$ cat src/sv/sbmq_pkg.sv
`timescale 1ns / 1ps
// ----------------------------------------------------------------------------
// sbmq_pkg
// Shared sizes, codes and port bundles of the shared-buffer multi-queue unit.
// ----------------------------------------------------------------------------
package sbmq_pkg;

    localparam int SLOTS  = 16;
    localparam int QUEUES = 4;

    localparam int DW = 32;
    localparam int AW = (SLOTS > 1) ? $clog2(SLOTS) : 1;
    localparam int LW = $clog2(SLOTS + 1);
    localparam int QW = (QUEUES > 1) ? $clog2(QUEUES) : 1;
    localparam int IW = 2;

    localparam logic [LW-1:0] NIL_LINK = LW'(SLOTS);

    localparam logic CMD_PUSH = 1'b0;
    localparam logic CMD_POP  = 1'b1;

    typedef enum logic [1:0] {
        STAT_DONE  = 2'd0,
        STAT_FULL  = 2'd1,
        STAT_EMPTY = 2'd2
    } t_status;

    typedef enum logic [1:0] {
        ST_IDLE,
        ST_ACCESS,
        ST_UPDATE
    } t_state;

    typedef struct packed {
        logic          rd_en;
        logic          wr_en;
        logic [AW-1:0] addr;
        logic [LW-1:0] wdata;
    } t_link_req;

    typedef struct packed {
        logic          rd_en;
        logic          wr_en;
        logic [AW-1:0] addr;
        logic [DW-1:0] wdata;
    } t_data_req;

    // Fold a queue number into range; at most three subtract steps on 3 bits.
    function automatic logic [QW-1:0] queue_index(input logic [IW-1:0] id);
        logic [IW:0] t;
        t = {1'b0, id};
        for (int k = 0; k < 3; k++) begin
            if (int'(t) >= QUEUES) begin
                t = t - (IW+1)'(QUEUES);
            end
        end
        return QW'(t);
    endfunction

endpackage

$ cat src/sv/sbmq_link_store.sv
`timescale 1ns / 1ps
// ----------------------------------------------------------------------------
// sbmq_link_store
// Single-port next-link memory with per-slot valid bits; an unwritten slot
// reads as a link to the following slot.
// ----------------------------------------------------------------------------
module sbmq_link_store
    import sbmq_pkg::*;
(
    input  logic          i_clk,
    input  logic          i_rst_n,
    input  t_link_req     i_req,
    output logic [LW-1:0] o_rdata
);

    logic [LW-1:0] r_mem [SLOTS];
    logic [SLOTS-1:0] r_vld;
    logic [LW-1:0] r_rdata;

    always_ff @(posedge i_clk) begin
        if (!i_rst_n) begin
            r_vld <= '0;
        end else if (i_req.wr_en) begin
            r_vld[i_req.addr] <= 1'b1;
        end
    end

    always_ff @(posedge i_clk) begin
        if (i_req.wr_en) begin
            r_mem[i_req.addr] <= i_req.wdata;
        end
        if (i_req.rd_en) begin
            r_rdata <= r_vld[i_req.addr] ? r_mem[i_req.addr]
                                         : LW'(i_req.addr) + LW'(1);
        end
    end

    assign o_rdata = r_rdata;

endmodule

$ cat src/sv/sbmq_data_store.sv
`timescale 1ns / 1ps
// ----------------------------------------------------------------------------
// sbmq_data_store
// Single-port slot data memory with registered read.
// ----------------------------------------------------------------------------
module sbmq_data_store
    import sbmq_pkg::*;
(
    input  logic          i_clk,
    input  t_data_req     i_req,
    output logic [DW-1:0] o_rdata
);

    logic [DW-1:0] r_mem [SLOTS];
    logic [DW-1:0] r_rdata;

    always_ff @(posedge i_clk) begin
        if (i_req.wr_en) begin
            r_mem[i_req.addr] <= i_req.wdata;
        end
        if (i_req.rd_en) begin
            r_rdata <= r_mem[i_req.addr];
        end
    end

    assign o_rdata = r_rdata;

endmodule

$ cat src/sv/sbmq_seq.sv
`timescale 1ns / 1ps
// ----------------------------------------------------------------------------
// sbmq_seq
// Request sequencer: holds queue heads, tails and the free-list head, and
// drives the link and data stores over an access step and an update step.
// ----------------------------------------------------------------------------
module sbmq_seq
    import sbmq_pkg::*;
(
    input  logic                 i_clk,
    input  logic                 i_rst_n,
    input  logic                 start,
    output logic                 busy,
    input  logic                 i_command,
    input  logic [IW-1:0]        i_queue_id,
    input  logic signed [DW-1:0] i_push_value,
    input  logic [LW-1:0]        i_link_rdata,
    input  logic [DW-1:0]        i_data_rdata,
    output t_link_req            o_link_req,
    output t_data_req            o_data_req,
    output logic                 o_valid,
    output logic [1:0]           o_status,
    output logic signed [DW-1:0] o_pop_value
);

    t_state        r_state, n_state;
    logic [LW-1:0] r_head [QUEUES];
    logic [LW-1:0] n_head [QUEUES];
    logic [LW-1:0] r_tail [QUEUES];
    logic [LW-1:0] n_tail [QUEUES];
    logic [LW-1:0] r_free, n_free;
    logic          r_valid, n_valid;

    logic          r_cmd, n_cmd;
    logic [QW-1:0] r_q, n_q;
    logic [DW-1:0] r_val, n_val;
    logic [LW-1:0] r_slot, n_slot;
    t_status       r_status, n_status;
    t_status       r_out_status, n_out_status;
    logic [DW-1:0] r_out_value, n_out_value;

    logic accept;

    assign busy   = (r_state == ST_ACCESS);
    assign accept = start && !busy;

    always_ff @(posedge i_clk) begin
        if (!i_rst_n) begin
            r_state <= ST_IDLE;
            r_valid <= 1'b0;
            r_free  <= '0;
            for (int i = 0; i < QUEUES; i++) begin
                r_head[i] <= NIL_LINK;
                r_tail[i] <= NIL_LINK;
            end
        end else begin
            r_state <= n_state;
            r_valid <= n_valid;
            r_free  <= n_free;
            r_head  <= n_head;
            r_tail  <= n_tail;
        end
    end

    always_ff @(posedge i_clk) begin
        r_cmd        <= n_cmd;
        r_q          <= n_q;
        r_val        <= n_val;
        r_slot       <= n_slot;
        r_status     <= n_status;
        r_out_status <= n_out_status;
        r_out_value  <= n_out_value;
    end

    always_comb begin
        n_state      = r_state;
        n_head       = r_head;
        n_tail       = r_tail;
        n_free       = r_free;
        n_valid      = 1'b0;
        n_cmd        = r_cmd;
        n_q          = r_q;
        n_val        = r_val;
        n_slot       = r_slot;
        n_status     = r_status;
        n_out_status = r_out_status;
        n_out_value  = r_out_value;
        o_link_req   = '0;
        o_data_req   = '0;

        unique case (r_state)
            ST_IDLE: begin
                n_state = ST_IDLE;
            end
            ST_ACCESS: begin
                n_state = ST_UPDATE;
                if (r_cmd == CMD_PUSH) begin
                    n_slot = r_free;
                    if (r_free == NIL_LINK) begin
                        n_status = STAT_FULL;
                    end else begin
                        // fetch the next free slot, store the value
                        n_status         = STAT_DONE;
                        o_link_req.rd_en = 1'b1;
                        o_link_req.addr  = r_free[AW-1:0];
                        o_data_req.wr_en = 1'b1;
                        o_data_req.addr  = r_free[AW-1:0];
                        o_data_req.wdata = r_val;
                    end
                end else begin
                    n_slot = r_head[r_q];
                    if (r_head[r_q] == NIL_LINK) begin
                        n_status = STAT_EMPTY;
                    end else begin
                        n_status         = STAT_DONE;
                        o_link_req.rd_en = 1'b1;
                        o_link_req.addr  = r_head[r_q][AW-1:0];
                        o_data_req.rd_en = 1'b1;
                        o_data_req.addr  = r_head[r_q][AW-1:0];
                    end
                end
            end
            ST_UPDATE: begin
                n_state      = ST_IDLE;
                n_valid      = 1'b1;
                n_out_status = r_status;
                n_out_value  = '0;
                if (r_status == STAT_DONE) begin
                    if (r_cmd == CMD_POP) begin
                        // single entry left: queue goes empty
                        if (r_head[r_q] == r_tail[r_q]) begin
                            n_head[r_q] = NIL_LINK;
                            n_tail[r_q] = NIL_LINK;
                        end else begin
                            n_head[r_q] = i_link_rdata;
                        end
                        o_link_req.wr_en = 1'b1;
                        o_link_req.addr  = r_slot[AW-1:0];
                        o_link_req.wdata = r_free;
                        n_free           = r_slot;
                        n_out_value      = i_data_rdata;
                    end else begin
                        n_free = i_link_rdata;
                        if (r_head[r_q] == NIL_LINK) begin
                            n_head[r_q] = r_slot;
                        end else begin
                            o_link_req.wr_en = 1'b1;
                            o_link_req.addr  = r_tail[r_q][AW-1:0];
                            o_link_req.wdata = r_slot;
                        end
                        n_tail[r_q] = r_slot;
                    end
                end
            end
            default: begin
                n_state = ST_IDLE;
            end
        endcase

        if (accept) begin
            n_state = ST_ACCESS;
            n_cmd   = i_command;
            n_q     = queue_index(i_queue_id);
            n_val   = i_push_value;
        end
    end

    assign o_valid     = r_valid;
    assign o_status    = r_out_status;
    assign o_pop_value = r_out_value;

endmodule

$ cat src/sv/shared_buffer_multi_queue_unit.sv
`timescale 1ns / 1ps
// ----------------------------------------------------------------------------
// shared_buffer_multi_queue_unit
// Several FIFO queues sharing one slot store through next-links and a free
// list.
// ----------------------------------------------------------------------------
// A request is taken at a clock edge with start high and busy low. Each
// request passes an access and an update step: the single-port link memory
// is read in the first (next free slot or next queue entry) and written in
// the second (tail link of a non-empty queue, or free-list link). busy is
// high only during the access step, so a new request may be taken
// during the update step of the last. The result appears on o_status and
// o_pop_value for exactly one cycle with o_valid high; the receiver cannot
// stall it and must capture it then. Status reports done, push refused with
// the store full, or pop refused with the queue empty; o_pop_value is zero
// except for a successful pop. No clearing pass is needed after reset.
// ----------------------------------------------------------------------------
module shared_buffer_multi_queue_unit
    import sbmq_pkg::*;
(
    input  logic                 i_clk,
    input  logic                 i_rst_n,
    input  logic                 start,
    output logic                 busy,
    input  logic                 i_command,
    input  logic [IW-1:0]        i_queue_id,
    input  logic signed [DW-1:0] i_push_value,
    output logic                 o_valid,
    output logic [1:0]           o_status,
    output logic signed [DW-1:0] o_pop_value
);

    t_link_req     link_req;
    t_data_req     data_req;
    logic [LW-1:0] link_rdata;
    logic [DW-1:0] data_rdata;

    sbmq_seq u_seq (
        .i_clk        (i_clk),
        .i_rst_n      (i_rst_n),
        .start        (start),
        .busy         (busy),
        .i_command    (i_command),
        .i_queue_id   (i_queue_id),
        .i_push_value (i_push_value),
        .i_link_rdata (link_rdata),
        .i_data_rdata (data_rdata),
        .o_link_req   (link_req),
        .o_data_req   (data_req),
        .o_valid      (o_valid),
        .o_status     (o_status),
        .o_pop_value  (o_pop_value)
    );

    sbmq_link_store u_link (
        .i_clk   (i_clk),
        .i_rst_n (i_rst_n),
        .i_req   (link_req),
        .o_rdata (link_rdata)
    );

    sbmq_data_store u_data (
        .i_clk   (i_clk),
        .i_req   (data_req),
        .o_rdata (data_rdata)
    );

endmodule

$ cat config.mk
export PLATFORM = sky130hd
export DESIGN_NAME = shared_buffer_multi_queue_unit
export DESIGN_NICKNAME = d
export VERILOG_FILES = /design/src/sv/sbmq_pkg.sv /design/src/sv/sbmq_link_store.sv /design/src/sv/sbmq_data_store.sv /design/src/sv/sbmq_seq.sv /design/src/sv/shared_buffer_multi_queue_unit.sv
export SDC_FILE = /design/constraint.sdc
export NUM_CORES = 1
export LEC_CHECK = 0
export ABC_AREA = 1
export BUFFER_PORTS_ARGS = -buffer_cell sky130_fd_sc_hd__buf_2
export CAP_MARGIN = 10
export CORE_MARGIN = 1
export CORE_UTILIZATION = 60
export DETAILED_ROUTE_END_ITERATION = 8
export HOLD_SLACK_MARGIN = 0.02
export PLACE_DENSITY = 0.77
export REMOVE_ABC_BUFFERS = 1
export SYNTH_ARGS = -nofsm -noshare
export SYNTH_HDL_FRONTEND = slang
export SYNTH_SLANG_ARGS = --single-unit
export TNS_END_PERCENT = 20
$ cat constraint.sdc
create_clock -name i_clk -period 4.58 [get_ports i_clk]
set_clock_uncertainty 0.15 [all_clocks]
set_input_delay 0.687 -clock i_clk [delete_from_list [all_inputs] [get_ports i_clk]]
set_output_delay 0.687 -clock i_clk [all_outputs]
set_load 0.05 [all_outputs]
==> flow_metrics.env <==
export IMPL_syn_area_per_cell_um2=12.8
export IMPL_clk_pin_slew_worst_paths_ns=0.06
export IMPL_cts_hold_buf=0
export IMPL_dieWidth_um=228
export IMPL_first_pass_iters=6
export IMPL_ioPinCount=74
export IMPL_grt_pass1_wl_mm=108
export IMPL_overflow=0
export IMPL_final_cells=3225
export IMPL_initial_utilization_pct=61.0
export IMPL_reg2reg_slack_ns=0.51
export IMPL_numPortBuffers=73
export IMPL_powerDensity_nw_per_um2=413
export IMPL_vdd_drop_max_mv=0.348
export IMPL_cpMostUsedCell="nor2_2"
export IMPL_cpPeakStageDelay_ns=0.60
export IMPL_vias=19500
export IMPL_met3_usage_pct=4.50
export IMPL_cpMaxStageDelayCell="edfxtp_1"
export IMPL_hold_path_class="primary input to register"
export IMPL_placed_cells=3085
export IMPL_synth_edf_count=705
export IMPL_cp_cell_sequence="nor2_2 -> nand2_1 -> nand2_1 -> nor2_2 -> inv_2 -> o21ai_1 -> nor2_2 -> inv_2 -> nor2_2 -> inv_2 -> nor2_4 -> buf_12"
export IMPL_setup_violations=0
export IMPL_final_common_cell="edfxtp_1"
export IMPL_synthArstFlopShare_pct=0
export IMPL_cts_buffer_depth=3
export IMPL_die_area_um2=52100
export IMPL_start_kind="register"
export IMPL_cp_max_fo=20
export IMPL_hold_viol=0
export IMPL_max_freq_mhz=246
export IMPL_status="complete, no violations"
export IMPL_grt_pass1_vias=19100
export IMPL_fin_nets=2535
export IMPL_cts_resized=0
export IMPL_ys_warn_count=0
export IMPL_cts_tree="built"
export IMPL_insertion_delay_ns=0.62
export IMPL_setup_worst_path_end_class="register"
export IMPL_layout_min_cycle_time_ns=4.07
export IMPL_drc=0
export IMPL_core_rowCount=82
export IMPL_gr_usage_met2_pct=44.3
export IMPL_ys_seq_elements=769
export IMPL_cts_made_buffers=76
export IMPL_layout_common_cells="edfxtp_1, nand2_1, a22oi_1, inv_1, nor2_1"
export IMPL_rsz0062_at_grt="false"
export IMPL_drt_first_iter_violations=2082
export IMPL_gp_congestion=0.940
export IMPL_synthFlopType="edfxtp_1"
export IMPL_slew_headroom_pct=13.7
export IMPL_antenna_found_initial=0
export IMPL_total_power_mw=14.2
export IMPL_syn_to_final_growth_pct=12.3
export IMPL_synth_area_um2=30700
export IMPL_routedWlPerCell_um=21.8
export IMPL_antenna_cells=0
export IMPL_wl_mm=70.3
export IMPL_core_area_um2=50400
export IMPL_worst_pin_slew_ns=1.29
export IMPL_ant_nets=0
export IMPL_timing_final_crit_share_pct=88.9
export IMPL_cts_htree_levels=3
export IMPL_die_h_um=228
export IMPL_crit_required_ns=4.77
export IMPL_cp_data_arrival_time_ns=4.26
export IMPL_drv_slew=0
export IMPL_cts_num_sinks=769
export IMPL_final_layout_size_suffix_gt1_share_pct=13.4
export IMPL_vias_per_cell=6.05
export IMPL_syn_inst=2406
export IMPL_root_buffer="clkbuf_16"
export IMPL_grtUsageMet1_pct=36.9
export IMPL_track_usage_pct=27.0
export IMPL_dp_hpwl_mm=40.5
export IMPL_power_leakage_nw=12.7
export IMPL_top_usage_layer="met2"
export IMPL_cts_setup_buffers=0
export IMPL_ys_seq_area_share_pct=73.1
export IMPL_synth_cell_type_count=45
export IMPL_crit_type="register to register"
export IMPL_max_cap_viol_count=0
export IMPL_grt_max_degree=129
-- power by group --
part | switching (mW) | internal, mW
registers | 0.0214 | 7.66
clock network | 2.62 | 3.49
logic | 0.333 | 0.112
total | 2.98 | 11.3
-- cell families after synthesis --
family / after synthesis / synth area share, %
flops: 769 / 73.1
fa+ha+maj: 6 / 0.244
buf+inv: 353 / 4.85
compound gates: 442 / 9.76
xor+xnor: 7 / 0.200
simple gates: 829 / 11.8
-- cells in the mapped netlist, types with 19 or more instances --
library cell / number / share of area, %
o21ai_0: 26 / 0.42
inv_2: 21 / 0.26
dfxtp_1: 64 / 4.2
nand3_1: 138 / 2.2
buf_2: 54 / 0.88
nand4_1: 19 / 0.39
nor2_1: 164 / 2.0
edfxtp_1: 705 / 69
a21oi_1: 114 / 1.9
clkbuf_1: 37 / 0.45
inv_1: 208 / 2.5
nand2_1: 421 / 5.1
a22oi_1: 241 / 5.9
-- registers in the layout, indices dropped and copies added, names as in the netlist --
register / flops
u_link.o_rdata: 5
u_seq.r_head: 20
u_seq.r_tail: 20
u_seq.r_q: 2
u_seq.r_status: 2
u_seq.o_pop_value: 32
u_data.o_rdata: 32
u_seq.r_cmd: 1
u_seq.r_free: 5
u_seq.o_status: 2
u_seq.r_val: 32
u_data.r_mem: 512
u_seq.r_slot: 5
u_seq.o_valid: 1
u_link.r_mem: 80
u_seq.r_state: 2
u_link.r_vld: 16
-- layout make-up --
class | instances | area (µm²)
Sequential cell | 769 | 22500
Fill cell | 3345 | 15900
Multi-Input combinational cell | 1284 | 6940
Clock buffer | 93 | 2010
Timing Repair Buffer | 124 | 923
Inverter | 236 | 891
Tap cell | 672 | 841
Clock inverter | 47 | 444
-- through the flow --
step | setup slack (ns) | util [%] | setup TNS [ns] | hold WS [ns] | cell area (µm²)
4_1_cts | 0.537 | 68.5 | 0 | 0.0580 | 34500
6_report | 0.507 | 68.5 | 0 | 0.0817 | 34500
3_3_place_gp | 0.591 | 63.6 | 0 | 0.284 | 32000
3_5_place_dp | 0.545 | 63.6 | 0 | 0.288 | 32000
2_1_floorplan | -3.78 | - | -922.45 | 0.277 | 30100
5_1_grt | 0.255 | 68.5 | 0 | 0.0584 | 34500
-- worst max-delay path: cells and delay by family (launching register included) --
kind	cells	cell delay, ns
flip-flops	1	0.60
buffers and inverters	4	0.83
AND/OR/NAND/NOR	7	2.09
AO/OA/AOI/OAI	1	0.10
-- layer usage --
layer	wire [µm]	vias up	share of wire, %
met2	34300	969	49
li1	-	8803	-
met1	28300	9591	40
met3	5790	145	8.2
met5	0	-	0
met4	2000	0	2.8
-- path summary, 6_finish.rpt --
| path | startpoint | endpoint | cells after the start |
|---|---|---|---|
| setup / recovery | u_seq.r_q[0] | u_data.r_mem[10][16] | 12 |
| hold / removal | i_push_value[15] | u_seq.r_val[15] | 1 |
| setup reg to reg | u_seq.r_q[0] | u_data.r_mem[10][16] | 12 |
| hold reg to reg | u_seq.r_status[1] | u_seq.o_status[1] | 0 |
Power figures use the tool's default switching activity.
